`src/y2i_fifo.sv`:
```
// ----------------------------------------------------------------------------
// Small register FIFO
// Register-based queue used between the converter stages and at the output.
// ----------------------------------------------------------------------------
module y2i_fifo #(
  parameter int WIDTH = 8,
  parameter int DEPTH = 4
) (
  input  logic             clk,
  input  logic             rst,
  input  logic             wr_en,
  input  logic [WIDTH-1:0] wr_data,
  output logic             full,
  input  logic             rd_en,
  output logic [WIDTH-1:0] rd_data,
  output logic             empty
);

  localparam int AW = $clog2(DEPTH);

  logic [WIDTH-1:0] mem [DEPTH];
  logic [AW-1:0]    wr_ptr;
  logic [AW-1:0]    rd_ptr;
  logic [AW:0]      count;
  logic             do_wr;
  logic             do_rd;

  assign full    = (count == (AW+1)'(DEPTH));
  assign empty   = (count == '0);
  assign do_wr   = wr_en & ~full;
  assign do_rd   = rd_en & ~empty;
  assign rd_data = mem[rd_ptr];

  always_ff @(posedge clk) begin
    if (rst) begin
      wr_ptr <= '0;
      rd_ptr <= '0;
      count  <= '0;
    end else begin
      if (do_wr) begin
        wr_ptr <= (wr_ptr == AW'(DEPTH - 1)) ? '0 : wr_ptr + AW'(1);
      end
      if (do_rd) begin
        rd_ptr <= (rd_ptr == AW'(DEPTH - 1)) ? '0 : rd_ptr + AW'(1);
      end
      case ({do_wr, do_rd})
        2'b10:   count <= count + (AW+1)'(1);
        2'b01:   count <= count - (AW+1)'(1);
        default: count <= count;
      endcase
    end
    if (do_wr) begin
      mem[wr_ptr] <= wr_data;
    end
  end

endmodule

```
`config.mk`:
```
export PLATFORM = sky130hd
export DESIGN_NAME = y2i_fifo
export DESIGN_NICKNAME = d
export VERILOG_FILES = /design/src/y2i_fifo.sv
export SDC_FILE = /design/constraint.sdc
export NUM_CORES = 1
export LEC_CHECK = 0
export ABC_AREA = 1
export ABC_CLOCK_PERIOD_IN_PS = 2100
export BUFFER_PORTS_ARGS = -buffer_cell sky130_fd_sc_hd__buf_4
export CORE_MARGIN = 2
export CORE_UTILIZATION = 50
export CTS_BUF_LIST = sky130_fd_sc_hd__clkbuf_16
export DETAILED_ROUTE_END_ITERATION = 10
export PLACE_DENSITY = 0.75
export SLEW_MARGIN = 20
export SYNTH_ARGS = -nofsm -noshare
export SYNTH_HDL_FRONTEND = slang
export SYNTH_SLANG_ARGS = --single-unit
```
`constraint.sdc`:
```
create_clock -name clk -period 2.1 [get_ports clk]
set_input_delay 0.42 -clock clk [delete_from_list [all_inputs] [get_ports clk]]
set_output_delay 0.42 -clock clk [all_outputs]
set_load 0.01 [all_outputs]
```
==> summary.md, run 1 <==
| Metric | Value |
|---|---|
| Max-Cap Viols | 0 |
| Post-synth EDFFs | 32 |
| Post_cts resized | 0 |
| Top-count cell post-synth | edfxtp_1 |
| Reg2reg setup slack | 260 ps |
| Placed inst area | 1930 µm² |
| Critical-path cell list | inv_2 > o21ai_0 > o22ai_1 > buf_4 |
| Htree depth | 2 |
| Critical-path top delay cell | dfxtp_1 |
| Status | finished, final reports clean |
| Max-slew violations | 0 |
| First-pass GRT wire length | 4.97 mm |
| CP max FO | 16 |
| Fin nets | 198 |
| Width of the die | 62.4 µm |
| CORE AREA | 3310 µm² |
| WP data required | 1680 ps |
| Drt via density | 4.90 |
| Post CTS Setup Buffer Count | 0 |
| Fillers | 270 |
| Final Hold Violating Endpoints | 0 |
| Yosys warns | 0 |
| Mux share of post-synthesis cell area | 0 |
| Hpwl dp | 2.10 mm |
| Synth Area in Compound Gates | 0.0985 |
| GRT overflow | 0 |
| Final setup viols | 0 |
| RR Endpoint | count[2] |
| RSZ-0062 raised after global routing | no |
| Post-synth top cells | edfxtp_1, nor2_1, inv_1, o21ai_0, nand2_1 |
| Antenna viol nets, final | 0 |
| Area of the multi-input gates | 464 µm² |
| Final WL | 3.03 mm |
| Dpl ws | 272 ps |
| Num CTS Buffers | 5 |
| Worst r2r path cells | 10 |
| Synth cell types | 19 |
| # IOs | 22 |
| Post-synthesis cell area | 1700 µm² |
| Post-synthesis async set-or-reset flop share | 0 |
| Cells after Synth | 148 |
| CTS tree | done |
| Clock root buffer | clkbuf_16 |
| Mean Syn Cell Area | 11.5 µm² |
| FF/Latch Area | 1140 µm² |
| Largest cells by area after synthesis | edfxtp_1, dfxtp_1, nor2_1 |
| #FFs+latches synth | 41 |
| GRT Total Usage | 0.172 |
| Synth area leader | edfxtp_1 |
| Register area share after synthesis | 0.670 |
| CTS Hold Bufs | 0 |
| Sequential share of power | 0.398 |
| DR DRC count | 0 |
| Inst Count DP | 218 |
| Initial DRT Pass Iterations | 4 |
| Synth Area in Adders | 0.0558 |
| Worst reg2reg path startpoint | count[1] |
| Die Span Y | 62.4 µm |
| Combinational share of power | 0.293 |
| Setup TNS | 0 ps |
| Clk_lat worst skew | 280 ps |
| Share of cells above drive strength 1 | 0.222 |
| Bufs and invs on worst path | 2 |
| Vias in the first global route | 1105 |
| WP data arrival | 1500 ps |
| Clock Skews | 9.02 ps |
| DR vias | 1108 |
| Power Dens Cells | 1290 nW/µm² |
| Final Critical Period | 1920 ps |
| Clk sinks | 41 |
| Sw frac | 0.303 |
| Design Area, Final | 2100 µm² |
| Net Sw Power | 0.000821 W |
| Non-Filler Instances | 226 |
| Maximum vdd drop | 0.631 mV |
| Largest family of logic cells by synthesized area | simple AND/OR/NAND/NOR gates |
| Syn nets | 167 |
| CP Class | reg2out |
| Starting density of the core | 0.514 |
| Area growth, synth to finish | 23.1% |
| CP max stage delay | 530 ps |
| Leak pwr | 0.863 nW |
| N_diodes | 0 |
| Startpoint type of the worst setup path | flip-flop |
| DRT iter0 DRCs | 47 |
| Clock share of power | 0.309 |
| Simple-gate share of the synthesized area | 0.118 |
| Initial antenna violation count | 0 |
| Internal | 0.00189 W |
| Achievable frequency | 519 MHz |
| Fin worst setup slack | 175 ps |
| XOR/XNOR Fraction of Synth Area | 0 |
| Slew @ Worst Pin | 353 ps |
| HP Class | in2reg |
| Post-synth top area share | 0.564 |
| Full die area | 3890 µm² |
| CP delay by family, top | flip-flops |
| Final Util | 0.633 |
| Rows | 21 |
| WL per Instance | 13.4 µm |
| Tcrit/Tclk final | 0.917 |
| Setup crit end | rd_data[7] |
| Ys flop type | edfxtp_1 |
| Cell depth of the worst setup path | 4 |
| Slew margin rel. | 0.764 |
| I/O Buffers | 21 |
| Largest net degree at the start of global routing | 17 |
| Reg clk slew, reported paths | 60 ps |
| CP endpoint kind | output port |
| Clock Path Buffers | 2 |
| Placer congestion estimate | 0.751 |
-- area by class of cell --
type / count / area share
Inverter: 20 / 0.0358
Sequential cell: 41 / 0.544
Clock inverter: 3 / 0.0185
Tap cell: 46 / 0.0274
Multi-Input combinational cell: 85 / 0.221
Timing Repair Buffer: 26 / 0.0931
Clock buffer: 5 / 0.0597
-- worst min-delay path by stage --
stage	from	end	slack (ps)	cells after the start
2_1_floorplan	rd_ptr[1]	flip-flop	480	2
3_3_place_gp	count[0]	count[0]	520	2
3_5_place_dp	rd_ptr[1]	rd_ptr[1]	520	2
4_1_cts	wr_data[7]	mem[2][7]	330	1
5_1_grt	wr_data[1]	mem[0][1]	320	1
6_report	wr_data[7]	mem[2][7]	330	1
-- sequential cells by signal, summed over array words and instances (netlist names), named ones only --
register and flops:
rd_ptr 2, wr_ptr 2, count 3, mem 32
-- cell usage in the layout, fill, tap and decap left out, drive strengths merged --
cell and count:
o21ai 18, a21oi 4, nand2 14, fa 1
nand3 1, o22ai 8, edfxtp 32, inv 21
nand3b 2, buf 26, bufinv 1, nor2 30
ha 6, clkbuf 5, clkinv 1, nand4 1
dfxtp 9
-- power groups by stage --
stage | registers, W | clock network [W] | logic (W)
6_report | 0.00108 | 0.000837 | 0.000795
5_1_grt | 0.00109 | 0.000885 | 0.000892
4_1_cts | 0.00108 | 0.000851 | 0.000804
3_5_place_dp | 0.00109 | 0 | 0.000802
3_3_place_gp | 0.00109 | 0 | 0.000761
2_1_floorplan | 0.00107 | 0 | 0.000512
-- routing by layer --
metal	global-route usage	wire length [µm]	vias up
li1	-	-	564
met1	0.184	1220	514
met2	0.295	1590	24
met3	0.0634	159	6
met4	0.0944	61	0
met5	0	0	-
-- worst reg2reg max path: stages, from the launching register on --
cell	delay, ps
dfxtp_1	320
nor2_1	180
nand2_2	110
nand2_2	130
ha_1	180
inv_1	70
fa_1	410
nand2_1	130
nand4_1	110
nand2_1	70
nor2_1	40
-- kinds of logic after synthesis --
group / after synthesis
AO/OA/AOI/OAI: 30
buffers and inverters: 22
AND/OR/NAND/NOR: 48
adder cells (fa/ha/maj): 7
flip-flops: 41
-- per-stage QoR --
stage,hold WS (ps),total power [W]
6_report,333,0.00271
5_1_grt,324,0.00287
4_1_cts,326,0.00274
3_5_place_dp,523,0.00190
3_3_place_gp,521,0.00185
2_1_floorplan,483,0.00158
Note: power is estimated with default switching activity, not from simulation.
==> inputs of run 2 (changes only) <==
Settings changed: CORE_UTILIZATION 50 to 45, CTS_CLUSTER_DIAMETER set to 60, PLACE_DENSITY 0.75 to 0.69.
==> run 2 against run 1 <==
  * Setup slack worse by 22 ps
  * Global-route usage down 1.6 points
  * Die area up 10%
  * Cell count up 0.88%
  * Largest cell class unchanged
  * Worst hold slack better by 2.3 ps
  * Critical path type unchanged
  * Sequential share of layout area up 0.39 points
  * Critical endpoint is now rd_data[2]
==> summary.md, run 2 (synthesized netlist as in run 1, its figures left out) <==
| Metric | Value |
|---|---|
| Post CTS Setup Buffer Count | 0 |
| WL per Instance | 12.7 µm |
| Max-Cap Viols | 0 |
| Clock Skews | 5.70 ps |
| First-pass GRT wire length | 4.86 mm |
| Antenna viol nets, final | 0 |
| Tcrit/Tclk final | 0.927 |
| Width of the die | 65.5 µm |
| Slew @ Worst Pin | 348 ps |
| Status | finished, final reports clean |
| Final setup viols | 0 |
| Leak pwr | 0.848 nW |
| DR DRC count | 0 |
| Final Critical Period | 1950 ps |
| Reg clk slew, reported paths | 60 ps |
| Design Area, Final | 2080 µm² |
| CTS Hold Bufs | 0 |
| Clk sinks | 41 |
| HP Class | in2reg |
| WP data arrival | 1530 ps |
| Placer congestion estimate | 0.729 |
| Startpoint type of the worst setup path | flip-flop |
| GRT Total Usage | 0.156 |
| Full die area | 4290 µm² |
| Hpwl dp | 1.98 mm |
| Most flop-heavy register | mem |
| Critical-path top delay cell | dfxtp_1 |
| Top flop regs | mem x32, count x3 |
| I/O Buffers | 21 |
| Fin nets | 198 |
| CTS tree | done |
| Maximum vdd drop | 0.700 mV |
| Post_cts resized | 0 |
| Setup TNS | 0 ps |
| Clock root buffer | clkbuf_16 |
| Die Span Y | 65.5 µm |
| Area growth, synth to finish | 22.3% |
| Most common cell after layout, fill and taps aside | edfxtp_1 |
| Vias in the first global route | 1116 |
| Share of cells above drive strength 1 | 0.228 |
| CP max stage delay | 520 ps |
| Rows | 22 |
| Cell depth of the worst setup path | 4 |
| Largest net degree at the start of global routing | 17 |
| Bufs and invs on worst path | 2 |
| Final Hold Violating Endpoints | 0 |
| Drt via density | 4.92 |
| Clk_lat worst skew | 280 ps |
| Dpl ws | 327 ps |
| CP Class | reg2out |
| Hold_ws | 335 ps |
| GRT overflow | 0 |
| CORE AREA | 3660 µm² |
| Final Util | 0.569 |
| Initial antenna violation count | 0 |
| Worst r2r path cells | 12 |
| Fin worst setup slack | 153 ps |
| Num CTS Buffers | 5 |
| # IOs | 22 |
| DR vias | 1122 |
| Most frequent cells in the layout | edfxtp_1, nor2_1, buf_4 |
| Hold path cells | 1 |
| Max reg flops | 32 |
| DRT iter0 DRCs | 42 |
| Placed inst area | 1940 µm² |
| CP delay by family, top | flip-flops |
| WP data required | 1680 ps |
| Power Dens Cells | 1250 nW/µm² |
| N_diodes | 0 |
| Slew margin rel. | 0.768 |
| CP endpoint kind | output port |
| Initial DRT Pass Iterations | 4 |
| Critical-path cell list | inv_2 > o21ai_0 > o22ai_1 > buf_4 |
| Starting density of the core | 0.465 |
| Clock Path Buffers | 2 |
| RSZ-0062 raised after global routing | no |
| Htree depth | 2 |
| CP max FO | 16 |
| Achievable frequency | 514 MHz |
| Final WL | 2.89 mm |
| Max-slew violations | 0 |
run 2: cell types whose count changed in the layout (fill, tap and decap cells not counted):
cell and change:
bufinv_16 -1, inv_1 -1, inv_6 +1, clkinvlp_4 +1
run 2: worst paths after layout:
kind	from	slack, ps	to
worst max-delay path	flip-flop	150	rd_data[2]
worst min-delay path	wr_data[0]	340	mem[3][0]
worst max register to register	count[1]	280	count[2]
worst min register to register	rd_ptr[1]	540	rd_ptr[1]
run 2: where the power goes:
part,switching [W],internal [W],total (W)
Clock,0.000301,0.000441,0.000742
Sequential,0.0000813,0.000996,0.00108
Combinational,0.000451,0.000340,0.000791
run 2: stage by stage:
stage               power (W)  cells
floorplan             0.00158    148
global placement      0.00186    220
detailed placement    0.00189    220
CTS                   0.00264    228
global route          0.00278    228
finish                0.00261    228
run 2: layer usage:
metal	vias up	part of all wire	GRT usage
met5	-	0	0
met4	0	0.017	0.0651
met3	5	0.055	0.0548
met2	24	0.50	0.265
met1	530	0.43	0.179
li1	563	-	-
run 2: layout make-up:
type	count	area [µm²]
Multi-Input combinational cell	85	464
Clock inverter	3	21.3
Tap cell	48	60.1
Fill cell	309	1580
Clock buffer	5	125
Sequential cell	41	1140
Timing Repair Buffer	26	195
Inverter	20	75.1
