File: config.mk
export PLATFORM = sky130hd
export DESIGN_NAME = y2i_front
export DESIGN_NICKNAME = d
export VERILOG_FILES = /design/src/y2i_pkg.sv /design/src/y2i_front.sv
export SDC_FILE = /design/constraint.sdc
export NUM_CORES = 1
export LEC_CHECK = 0
export ABC_AREA = 1
export BUFFER_PORTS_ARGS = -buffer_cell sky130_fd_sc_hd__buf_2
export CAP_MARGIN = 30
export CORE_ASPECT_RATIO = 1.4
export CORE_MARGIN = 2
export CORE_UTILIZATION = 40
export DETAILED_ROUTE_END_ITERATION = 10
export SETUP_SLACK_MARGIN = 0.3
export SLEW_MARGIN = 30
export SYNTH_ARGS = -nofsm -noshare
export SYNTH_HDL_FRONTEND = slang
export SYNTH_SLANG_ARGS = --single-unit
File: constraint.sdc
create_clock -name clk -period 16.55 [get_ports clk]
set_input_delay 3.31 -clock clk [delete_from_list [all_inputs] [get_ports clk]]
set_output_delay 3.31 -clock clk [all_outputs]
set_load 0.01 [all_outputs]
File: src/y2i_pkg.sv
// ----------------------------------------------------------------------------
// YUYV to I420 converter package
// Shared constants, register indexes and beat types of the converter.
// ----------------------------------------------------------------------------
package y2i_pkg;

  localparam int CFG_W     = 12;
  localparam int REG_IDX_W = 1;
  localparam int OFFSET_W  = 22;
  localparam int SAMPLE_W  = 8;

  localparam logic [REG_IDX_W-1:0] REG_FRAME_WIDTH  = 1'b0;
  localparam logic [REG_IDX_W-1:0] REG_FRAME_HEIGHT = 1'b1;

  localparam logic [1:0] PLANE_Y = 2'd0;
  localparam logic [1:0] PLANE_U = 2'd1;
  localparam logic [1:0] PLANE_V = 2'd2;

  typedef enum logic [1:0] {
    PH_Y0,
    PH_Y1,
    PH_U,
    PH_V
  } phase_t;

  typedef struct packed {
    logic [SAMPLE_W-1:0] luma_first;
    logic [SAMPLE_W-1:0] chroma_blue;
    logic [SAMPLE_W-1:0] luma_second;
    logic [SAMPLE_W-1:0] chroma_red;
  } pixel_pair_t;

  typedef struct packed {
    logic [1:0]          plane;
    logic [OFFSET_W-1:0] offset;
    logic [SAMPLE_W-1:0] sample;
    logic                last_of_run;
  } write_beat_t;

endpackage

File: src/y2i_front.sv
// ----------------------------------------------------------------------------
// Converter front end
// Accepts pixel pairs, tracks the raster position and computes plane bases.
// ----------------------------------------------------------------------------
module y2i_front #(
  parameter int MAX_WIDTH  = 2048,
  parameter int MAX_HEIGHT = 2048,
  localparam int WW  = $clog2(MAX_WIDTH + 1),
  localparam int PW  = $clog2(MAX_WIDTH / 2 + 1),
  localparam int HW  = $clog2(MAX_HEIGHT + 1),
  localparam int CLW = $clog2(MAX_WIDTH / 2),
  localparam int QW  = 2 * y2i_pkg::OFFSET_W + CLW + 1 + $bits(y2i_pkg::pixel_pair_t)
) (
  input  logic                 clk,
  input  logic                 rst,
  input  logic                 push,
  output logic                 full,
  input  y2i_pkg::pixel_pair_t item,
  input  logic [WW-1:0]        frame_w,
  input  logic [PW-1:0]        pairs,
  input  logic [HW-1:0]        frame_h,
  input  logic                 q_full,
  output logic                 q_push,
  output logic [QW-1:0]        q_data
);

  localparam int RW = $clog2(MAX_HEIGHT);
  localparam int OW = y2i_pkg::OFFSET_W;

  typedef struct packed {
    logic [OW-1:0]        luma_base;
    logic [OW-1:0]        chroma_base;
    logic [CLW-1:0]       column;
    logic                 odd_row;
    y2i_pkg::pixel_pair_t pixels;
  } job_t;

  logic [CLW-1:0]       pair_column;
  logic [CLW-1:0]       pair_column_next;
  logic [RW-1:0]        row_index;
  logic [RW-1:0]        row_index_next;
  logic                 s1_valid;
  logic [CLW-1:0]       s1_col;
  logic [RW-1:0]        s1_row;
  y2i_pkg::pixel_pair_t s1_pixels;
  logic                 accept;
  logic                 s1_adv;
  logic                 col_wrap_in;
  logic [CLW-1:0]       col_cur;
  logic [RW-1:0]        row_cur;
  logic [HW-1:0]        row_step;
  logic [PW-1:0]        col_inc;
  logic [HW-1:0]        row_inc;
  logic [RW+WW-1:0]     luma_prod;
  logic [RW+PW-1:0]     chroma_prod;
  job_t                 job;

  assign s1_adv = s1_valid & ~q_full;
  assign full   = s1_valid & q_full;
  assign accept = push & ~full;

  // A column or row left out of range by a size change wraps before use.
  always_comb begin
    col_wrap_in = (PW'(pair_column) >= pairs);
    col_cur     = col_wrap_in ? '0 : pair_column;
    row_step    = HW'(row_index) + HW'(col_wrap_in);
    row_cur     = (row_step >= frame_h) ? '0 : RW'(row_step);
    col_inc     = PW'(col_cur) + PW'(1);
    row_inc     = HW'(row_cur) + HW'(1);
    if (col_inc >= pairs) begin
      pair_column_next = '0;
      row_index_next   = (row_inc >= frame_h) ? '0 : RW'(row_inc);
    end else begin
      pair_column_next = CLW'(col_inc);
      row_index_next   = row_cur;
    end
  end

  always_ff @(posedge clk) begin
    if (rst) begin
      pair_column <= '0;
      row_index   <= '0;
      s1_valid    <= 1'b0;
    end else begin
      if (accept) begin
        pair_column <= pair_column_next;
        row_index   <= row_index_next;
      end
      s1_valid <= accept | (s1_valid & ~s1_adv);
    end
    if (accept) begin
      s1_col    <= col_cur;
      s1_row    <= row_cur;
      s1_pixels <= item;
    end
  end

  always_comb begin
    luma_prod        = (RW+WW)'(s1_row) * (RW+WW)'(frame_w);
    chroma_prod      = (RW+PW)'(s1_row >> 1) * (RW+PW)'(pairs);
    job.luma_base    = OW'(luma_prod);
    job.chroma_base  = OW'(chroma_prod);
    job.column       = s1_col;
    job.odd_row      = s1_row[0];
    job.pixels       = s1_pixels;
  end

  assign q_push = s1_adv;
  assign q_data = job;

endmodule

==> out/results.tsv, run 1 <==
stage	metric	value	unit
logic_synthesis	Adder-Cell Fraction of Synth Area	0.415	
worst_setup_path	Crit path top cell by count	nand2_1	
sta	period utilization	0.687	
finish	Layout Cells excl Fill	2127	
logic_synthesis	Synthesized Nets	1998	
sta	RSZ-0062 raised after global routing	false	
hold_path	Hold Crit Class	flip-flop to flip-flop	
place	Post-DP HPWL	25.0	mm
global_routing	largest net degree at the start of global routing	59	
hold_path	hold path depth	2	
floorplan	Site Rows	76	
finish	most frequent cells in the layout	nand2_1, inv_1, ha_1	
finish	most common cell after layout, fill and taps aside	nand2_1	
sta	Final Slew Violations	0	
cts	CTS H-tree depth	3	
worst_setup_path	Worst R2R Path Depth	36	
logic_synthesis	Seq cells post-synth	75	
global_routing	vias in the first global route	10900	
run_status	status	finished, final reports clean	
cts	CTS Root Cell	clkbuf_16	
routing	vias per cell	4.93	
cts	Clock transition at path regs	0.05	ns
finish	fill count	3173	
cts	Clock Latency Late Sink	0.33	ns
sta	Final Hold Fails	0	
logic_synthesis	largest family of logic cells by synthesized area	adder cells	
worst_setup_path	arrival time worst endpoint	8.06	ns
worst_setup_path	WS Path Type	input pin to output port	
sta	worst slew pin tran	0.991	ns
cts	CTS Hold Bufs	0	
routing	routed len/inst	14.1	um
global_routing	Overflow after GRT	0	
cts	post-CTS sizing	0	
global_routing	first-pass GRT wire length	50.7	mm
sta	Tmin final	11.37	ns
floorplan	Die W	154	um
floorplan	die height	213	um
finish	area grow syn2layout	11.5	%
logic_synthesis	Netlist cell types	46	
pwr	final total power	1500	uW
sta	Final setup viols	0	
routing	ANT nets after route	0	
logic_synthesis	syn avg cell area	7.80	um2
cts	clock buffer count from CTS	9	
pwr	pwr dens	108	nW/um2
sta	Peak Freq	87.9	MHz
place	placed cell count	2108	
worst_setup_path	CP cell instances	buf_2 -> nand2_1 -> fa_1 -> inv_1 -> fa_1 -> fa_1 -> inv_1 -> fa_1 -> inv_1 -> fa_1 -> ha_1 -> nand2_1 -> nor2_1 -> o21ai_0 -> o211ai_1 -> a31oi_1 -> o21bai_1 -> nand2_1 -> nand2_1 -> nand2_1 -> nand2_1 -> buf_2	
logic_synthesis	post-synthesis sequential area ratio	0.162	
sta	Setup TNS	0	ns
worst_setup_path	critical path capture point type	output port	
finish	ratio of cells with drive above 1 in the final layout	0.126	
pwr	peak supply drop	80.5	uV
cts	clk sinks	75	
run	max_cap viols	0	
logic_synthesis	Synth Instances	1606	
floorplan	Core ar.	30800	um2
worst_setup_path	Worst path slowest cell	fa_1	
global_routing	GRT Util Overall	0.189	
cts	# Post-CTS Setup Buffers	0	
logic_synthesis	Synth warnings	0	
sta	WHS	0.487	ns
worst_setup_path	reg-to-reg startpoint	pair_column[9]$_SDFFE_PP0P_	
finish	post-layout util	0.453	
worst_setup_path	CP max stage delay	0.58	ns
worst_setup_path	CP Launch Type	input pin	
logic_synthesis	post-synthesis mux area share	0	
worst_setup_path	r2r setup slk	10.31	ns
global_routing	antenna violations before repair	5	
routing	Vias	10500	
routing	TritonRoute pass-1 iters	5	
logic_synthesis	Synth Cell Area	12500	um2
logic_synthesis	Simple-Gate Fraction of Synth Area	0.197	
cts	clock buffer depth	2	
place	global placer's final weighted congestion	0.881	
worst_setup_path	CP required	13.24	ns
hold_path	hold_sp	pair_column[0]$_SDFFE_PP0P_	
sta	Max-slew headroom	0.339	
worst_setup_path	crit path max fanout	11	
cts	CTS tree	done	
routing	DR iter-0 viols	461	
logic_synthesis	compound-cell area share of the yosys netlist	0.0591	
worst_setup_path	reg2reg end	row_index[8]$_SDFFE_PP0P_	
place	PortBufs	158	
floorplan	Starting Density	0.406	
floorplan	DIE AREA	32800	um2
pwr	Leak	0.00803	uW
hold_path	hold endpoint	pair_column[0]$_SDFFE_PP0P_	
finish	nets	2122	
floorplan	I/O pins	160	
routing	final WL	30.0	mm
logic_synthesis	xor and xnor fraction of the mapped netlist area	0.0321	
routing	DRC	0	
sta	skew final	0.00982	ns
-- worst max path at each step --
stage	start	to	slack (ns)	cells past startpoint
floorplan	frame_w[0]	q_data[83]	5.53	21
global placement	frame_w[0]	q_data[83]	5.22	22
detailed placement	frame_w[1]	q_data[83]	5.14	22
CTS	frame_w[1]	q_data[83]	5.13	22
global route	frame_w[1]	q_data[83]	4.74	22
finish	frame_w[1]	q_data[83]	5.18	22
-- cell families after synthesis --
kind of cell               after synthesis
adders and majority gates              321
other                                    1
xor gates and xnor gates                45
buffers and inverters                  444
and+or+nand+nor                        585
DFF                                     75
AOI/OAI and AO/OA                      135
-- stage by stage --
stage	worst slack [ns]	instance area, um2
after CTS	5.13	13900
after floorplan	5.53	12500
after detailed placement	5.14	13600
final	5.18	14000
after global routing	4.74	14000
after global placement	5.22	13600
-- synthesized netlist by cell type, drive strengths merged --
master	number	area share
o31ai	3	0.0018
o221ai	1	0.00070
nor2	71	0.027
nand3b	1	0.00060
a21o	1	0.00060
clkbuf	48	0.014
o21bai	2	0.0012
a31oi	5	0.0025
a21oi	74	0.030
or2	5	0.0025
ha	163	0.16
nand2	422	0.13
dfxtp	22	0.035
nor3	7	0.0028
nor4	1	0.00050
a21boi	1	0.00090
inv	393	0.12
and2	8	0.0043
a211oi	2	0.0012
nor3b	1	0.00060
conb	1	0.00030
xor2	33	0.024
a41oi	1	0.00070
nand4	21	0.011
fa	158	0.25
nand3	48	0.020
o21ai	35	0.014
o21a	2	0.0012
o211ai	2	0.0012
xnor2	12	0.0084
buf	3	0.0016
edfxtp	53	0.13
a22oi	6	0.0036
-- flip-flops by register name (all words and copies together), names as in the netlist --
| signal | cells |
|---|---|
| row_index | 11 |
| s1_col | 10 |
| s1_row | 11 |
| s1_valid | 1 |
| q_data | 32 |
| pair_column | 10 |
-- power breakdown --
group	switching, uW	total (uW)	internal (uW)	leakage (uW)
clock network	75.7	192	116	0.000142
logic	653	1090	436	0.00718
registers	10.5	221	211	0.000700
-- layer usage --
metal,wire length [um],global-route usage
met1,11400,0.208
met2,16400,0.368
met3,1200,0.0247
met4,1020,0.0696
met5,28,0
-- layout make-up --
type	count	area, um2	share of cell area
inverter	393	1480	0.106
sequential	75	2030	0.146
timing repair buffer	164	843	0.0604
tap	390	488	0.0350
multi-input combinational	1087	8820	0.632
antenna	3	7.51	0.000538
clock inverter	6	65.1	0.00466
clock buffer	9	225	0.0161
-- critical path, delay by kind of cell --
family,cells,cell delay [ns]
buffers and inverters,5,0.48
adder cells (fa/ha/maj),6,3.02
AND/OR/NAND/NOR,7,0.63
AO/OA/AOI/OAI,4,0.61
(Power assumes the default switching activity.)
==> inputs of run 2 (changes only) <==
Settings changed: ABC_AREA 1 to 0.
Clock period 16.55 ns to 9.4 ns, I/O delays scaled along.
==> run 2 against run 1 <==
  * Register-to-register slack got worse by 8.0 ns
  * Clock-buffer cell count did not move
  * Power rose by 77%
  * Cell count fell by 13%
  * Non-clock buffer count rose by 5
  * Design area fell by 2.4%
  * Via count fell by 10%
  * Sequential share of layout area rose by 0.35 points
==> out/results.tsv, run 2 <==
stage	metric	value	unit
place	Post-DP HPWL	23.4	mm
logic_synthesis	xor and xnor fraction of the mapped netlist area	0.0484	
worst_setup_path	CP required	7.52	ns
logic_synthesis	Yosys top cell area share	0.259	
routing	Met3 Wirelength	825	um
routing	DRT met1 WL	11.1	mm
routing	DR iter-0 viols	288	
routing	vias per cell	5.08	
sta	period utilization	0.936	
finish	post-layout util	0.454	
logic_synthesis	post-synthesis mux area share	0.000819	
worst_setup_path	Crit path top cell by count	fa_1	
finish	area grow syn2layout	11.6	%
sta	Max-slew headroom	0.351	
place	PortBufs	158	
worst_setup_path	CP cell instances	buf_2 -> nand2_1 -> fa_1 -> fa_1 -> fa_1 -> fa_1 -> inv_1 -> fa_1 -> ha_1 -> nor3_1 -> o21ai_1 -> a211o_1 -> a21oi_2 -> o22ai_1 -> o41ai_2 -> xnor2_1 -> buf_2	
cts	Clock transition at path regs	0.06	ns
global_routing	GRT Util Overall	0.184	
sta	Final Slew Violations	0	
hold_path	Hold Crit Class	flip-flop to flip-flop	
place	global placer's final weighted congestion	0.837	
sta	Setup TNS	0	ns
sta	Final setup viols	0	
logic_synthesis	top-count cell post-synth	inv_1	
logic_synthesis	Post-synth EDFFs	53	
cts	clock buffer depth	2	
floorplan	die height	211	um
pwr	peak supply drop	164	uV
routing	ANT nets after route	0	
routing	routed len/inst	15.4	um
worst_setup_path	critical path capture point type	output port	
routing	final WL	28.4	mm
logic_synthesis	largest family of logic cells by synthesized area	adder cells	
logic_synthesis	Netlist cell types	73	
logic_synthesis	compound-cell area share of the yosys netlist	0.0923	
logic_synthesis	Seq cells post-synth	75	
finish	ratio of cells with drive above 1 in the final layout	0.143	
logic_synthesis	Synth Instances	1341	
worst_setup_path	WS Path Type	input pin to output port	
cts	Clock Latency Late Sink	0.33	ns
worst_setup_path	Buf+Inv Stages, Crit Path	3	
logic_synthesis	Synth Cell Area	12200	um2
routing	DR top layer	met4	
run_status	status	finished, final reports clean	
worst_setup_path	CP Launch Type	input pin	
worst_setup_path	Worst path slowest cell	fa_1	
worst_setup_path	CP delay by family, top	adder cells	
logic_synthesis	Commonest cells post-synth	inv_1, nand2_1, ha_1	
logic_synthesis	Simple-Gate Fraction of Synth Area	0.177	
sta	skew final	0.00687	ns
pwr	Leak	0.00695	uW
global_routing	Overflow after GRT	0	
logic_synthesis	Synthesized Nets	1733	
logic_synthesis	post-synthesis sequential area ratio	0.166	
logic_synthesis	post-synthesis async set-or-reset flop share	0	
floorplan	Core ar.	30000	um2
worst_setup_path	crit path max fanout	11	
finish	number of diodes	0	
cts	CTS Root Cell	clkbuf_16	
logic_synthesis	syn avg cell area	9.11	um2
routing	DRC	0	
sta	Final Hold Fails	0	
logic_synthesis	Synth warnings	0	
pwr	final total power	2660	uW
sta	RSZ-0062 raised after global routing	true	
floorplan	I/O pins	160	
logic_synthesis	ranking of synthesized cells by area	fa_1, ha_1, edfxtp_1	
pwr	pwr dens	195	nW/um2
worst_setup_path	arrival time worst endpoint	6.92	ns
routing	DR WL met2	15.9	mm
sta	Peak Freq	114	MHz
floorplan	Starting Density	0.407	
logic_synthesis	Adder-Cell Fraction of Synth Area	0.426	
cts	CTS H-tree depth	3	
global_routing	largest net degree at the start of global routing	43	
finish	nets	1853	
routing	TritonRoute pass-1 iters	5	
worst_setup_path	CP max stage delay	0.60	ns
sta	Tmin final	8.80	ns
finish	most common cell after layout, fill and taps aside	inv_1	
sta	worst slew pin tran	0.974	ns
global_routing	first-pass GRT wire length	47.5	mm
finish	max FFs per register	32	
floorplan	Die W	152	um
logic_synthesis	Post-synth top flop	edfxtp_1	
logic_synthesis	post-synth top area cell	fa_1	
routing	Vias	9398	
run	max_cap viols	0	
global_routing	vias in the first global route	10100	
cts	CTS Hold Bufs	0	
finish	fill count	2973	
cts	CTS tree	done	
finish	most frequent cells in the layout	inv_1, nand2_1, ha_1	
floorplan	Site Rows	75	
cts	clk sinks	75	
floorplan	DIE AREA	32000	um2
global_routing	antenna violations before repair	0	
cts	clock buffer count from CTS	9	
run 2: cell types whose count changed after synthesis, sizes merged, moves of 7 or more:
cell   change
xnor2     +38
nand4     -15
nand3     -25
a21oi     -28
inv      -174
a22o       +7
and3      +12
nor2       -9
and2     +104
nand2    -252
xor2      -18
nor2b     +17
a21o      +12
buf        +8
run 2: worst min-delay path: stages, from the launching register on:
cell and delay (ns):
dfxtp_1 0.33, nand2_1 0.06, a21oi_1 0.05
run 2: layout make-up:
cell class | instances | area, um2 | area share
Multi-Input combinational cell | 987 | 9120 | 0.669
Clock buffer | 9 | 225 | 0.0165
Inverter | 219 | 822 | 0.0603
Clock inverter | 7 | 75.1 | 0.00551
Tap cell | 385 | 482 | 0.0353
Sequential cell | 75 | 2030 | 0.149
Timing Repair Buffer | 169 | 873 | 0.0641
run 2: final timing paths:
path | slack [ns] | to | depth (start not counted) | from
worst min-delay path | 0.49 | pair_column[0]$_SDFFE_PP0P_ | 2 | pair_column[0]$_SDFFE_PP0P_
worst max register to register | 2.35 | row_index[5]$_SDFFE_PP0P_ | 33 | pair_column[0]$_SDFFE_PP0P_
worst min register to register | 0.49 | pair_column[0]$_SDFFE_PP0P_ | 2 | pair_column[0]$_SDFFE_PP0P_
worst max-delay path | 0.60 | q_data[61] | 17 | pairs[7]
run 2: logic make-up (layout without fill, tap and decap cells):
group	after synthesis	count (layout)
compound gates	163	163
fa+ha+maj	321	321
other cells	1	1
simple gates	436	436
buf+inv	279	404
xor+xnor	65	65
mux	1	1
flops	75	75
run 2: through the flow:
step                      std cells  area, um2  worst slack [ns]  hold slack [ns]
after floorplan                1341      12200             0.838            0.454
after global placement         1835      13300             0.534            0.480
after detailed placement       1835      13300             0.459            0.479
after CTS                      1851      13600             0.443            0.488
after global routing           1851      13600             0.292            0.537
final                          1851      13600             0.604            0.487
run 2: metal layers:
layer / GRT usage / up-vias
met5: 0 / -
met4: 0.0517 / 0
met3: 0.0153 / 35
met2: 0.361 / 170
met1: 0.208 / 4642
li1: - / 4551
run 2: timing repair:
action                     CTS  global route
buffers inserted             0             0
gates resized for setup      0             4
setup endpoints to repair    0             6
run 2: power breakdown:
part | switching [uW] | internal [uW]
Clock | 138 | 207
Combinational | 1090 | 835
Sequential | 23.7 | 371
Total | 1250 | 1410
==> inputs of run 3 (changes only) <==
Settings changed: GPL_TIMING_DRIVEN set to 0.
==> run 3 against run 2 <==
  * Highest routed layer unchanged
  * Power rose by 0.78%
  * Wire length grew 5.9%
  * Cell count rose by 3.0%
  * Fmax is 1.2% lower
  * Clock power decreased by 2%
  * Critical path depth rose by 1
  * Sequential share of layout area is 0.44 points lower
  * Hold slack worse by 0.0015 ns
  * Largest power group unchanged
==> out/results.tsv, run 3 (synthesis results as in run 2) <==
stage	metric	value	unit
finish	most frequent cells in the layout	inv_1, nand2_1, ha_1	
place	Post-DP HPWL	25.1	mm
cts	CTS H-tree depth	3	
routing	ANT nets after route	0	
sta	WHS	0.486	ns
global_routing	Overflow after GRT	0	
routing	Vias	9685	
finish	number of diodes	0	
finish	area grow syn2layout	14.9	%
floorplan	I/O pins	160	
routing	final WL	30.1	mm
routing	DR iter-0 viols	231	
cts	clock buffer depth	2	
sta	period utilization	0.947	
cts	clk sinks	75	
worst_setup_path	CP Launch Type	input pin	
sta	RSZ-0062 raised after global routing	true	
floorplan	Site Rows	75	
finish	fill count	2977	
worst_setup_path	CP required	7.52	ns
worst_setup_path	crit path max fanout	10	
hold_path	Hold Crit Class	flip-flop to flip-flop	
pwr	peak supply drop	121	uV
finish	most common cell after layout, fill and taps aside	inv_1	
floorplan	Core ar.	30000	um2
cts	clock buffer count from CTS	9	
floorplan	Die W	152	um
pwr	Leak	0.00716	uW
cts	Clock Latency Late Sink	0.34	ns
sta	Max-slew headroom	0.596	
finish	Multi-input gate area	9240	um2
sta	Final Hold Fails	0	
global_routing	antenna violations before repair	0	
finish	storage element area	2030	um2
run_status	status	finished, final reports clean	
place	Place WS	-0.979	ns
finish	Final Instance Area	14000	um2
floorplan	die height	211	um
cts	CTS Root Cell	clkbuf_16	
floorplan	Starting Density	0.407	
sta	Peak Freq	112	MHz
run	max_cap viols	0	
finish	post-layout util	0.468	
sta	Final Slew Violations	0	
global_routing	largest net degree at the start of global routing	43	
routing	routed len/inst	15.8	um
global_routing	vias in the first global route	10200	
place	global placer's final weighted congestion	0.858	
worst_setup_path	critical path capture point type	output port	
pwr	pwr dens	191	nW/um2
finish	nets	1909	
place	Post-DP Area	13500	um2
cts	Clock transition at path regs	0.07	ns
place	PortBufs	158	
routing	DRC	0	
routing	TritonRoute pass-1 iters	4	
sta	Final setup viols	0	
worst_setup_path	WS Path Type	input pin to output port	
global_routing	first-pass GRT wire length	49.8	mm
routing	vias per cell	5.08	
sta	Tmin final	8.91	ns
sta	worst slew pin tran	0.606	ns
sta	final worst slack	0.495	ns
sta	skew final	0.00963	ns
global_routing	GRT Util Overall	0.195	
cts	CTS tree	done	
finish	max FFs per register	32	
floorplan	DIE AREA	32000	um2
finish	ratio of cells with drive above 1 in the final layout	0.169	
worst_setup_path	arrival time worst endpoint	7.03	ns
pwr	final total power	2680	uW
## run 3: changes by cell type in the layout (fill, tap and decap cells not counted), sizes merged
cell,previous run,this run
buf,169,181
bufinv,1,0
clkbuf,9,53
clkinv,2,1
clkinvlp,2,1
inv,221,224
## run 3: through the flow
step                      std cells  setup TNS, ns
after floorplan                1341              0
after global placement         1884         -11.21
after detailed placement       1885         -10.14
after CTS                      1903              0
after global routing           1907              0
final                          1907              0
## run 3: timing repair
action | CTS | global route
endpoints found under the setup margin | 19 | 21
endpoints found under the hold margin | 0 | 0
setup buffers | 2 | 4
pin swaps | 3 | 9
hold buffers | 0 | 0
resized for setup | 27 | 51
## run 3: worst paths after layout
check / from / to / slack (ns) / cells past startpoint
worst max-delay path: pairs[7] / q_data[61] / 0.49 / 18
worst min-delay path: pair_column[0]$_SDFFE_PP0P_ / pair_column[0]$_SDFFE_PP0P_ / 0.49 / 2
worst max register to register: pair_column[0]$_SDFFE_PP0P_ / row_index[1]$_SDFFE_PP0P_ / 2.33 / 36
worst min register to register: pair_column[0]$_SDFFE_PP0P_ / pair_column[0]$_SDFFE_PP0P_ / 0.49 / 2
## run 3: worst max-delay path, cell delays in order
cell and delay [ns]:
buf_2 0.11, buf_2 0.24, nand2_1 0.11, fa_1 0.61
fa_1 0.45, fa_1 0.54, fa_1 0.55, inv_1 0.05
fa_1 0.47, ha_1 0.28, nor3_4 0.27, o21ai_2 0.14
a211o_1 0.35, a21oi_1 0.23, o22ai_1 0.15, o41ai_2 0.28
xnor2_1 0.15, buf_2 0.15
## run 3: final cells by class
cell class	count	share of cell area
timing repair buffer	165	0.0610
sequential	75	0.145
multi-input combinational	987	0.658
buffer	60	0.0230
inverter	219	0.0586
clock buffer	9	0.0160
clock inverter	7	0.00463
tap	385	0.0343
## run 3: power breakdown
part	switching, uW	leakage, uW	internal (uW)
clock	151	0.000141	186
sequential	9.49	0.000698	371
combinational	1110	0.00632	854
## run 3: metal layers
layer  vias up  share of wire  track usage
met5         -              0            0
met1      4766           0.39        0.228
met3        46          0.034       0.0199
li1       4679              -            -
met4         0          0.021       0.0501
met2       194           0.55        0.373
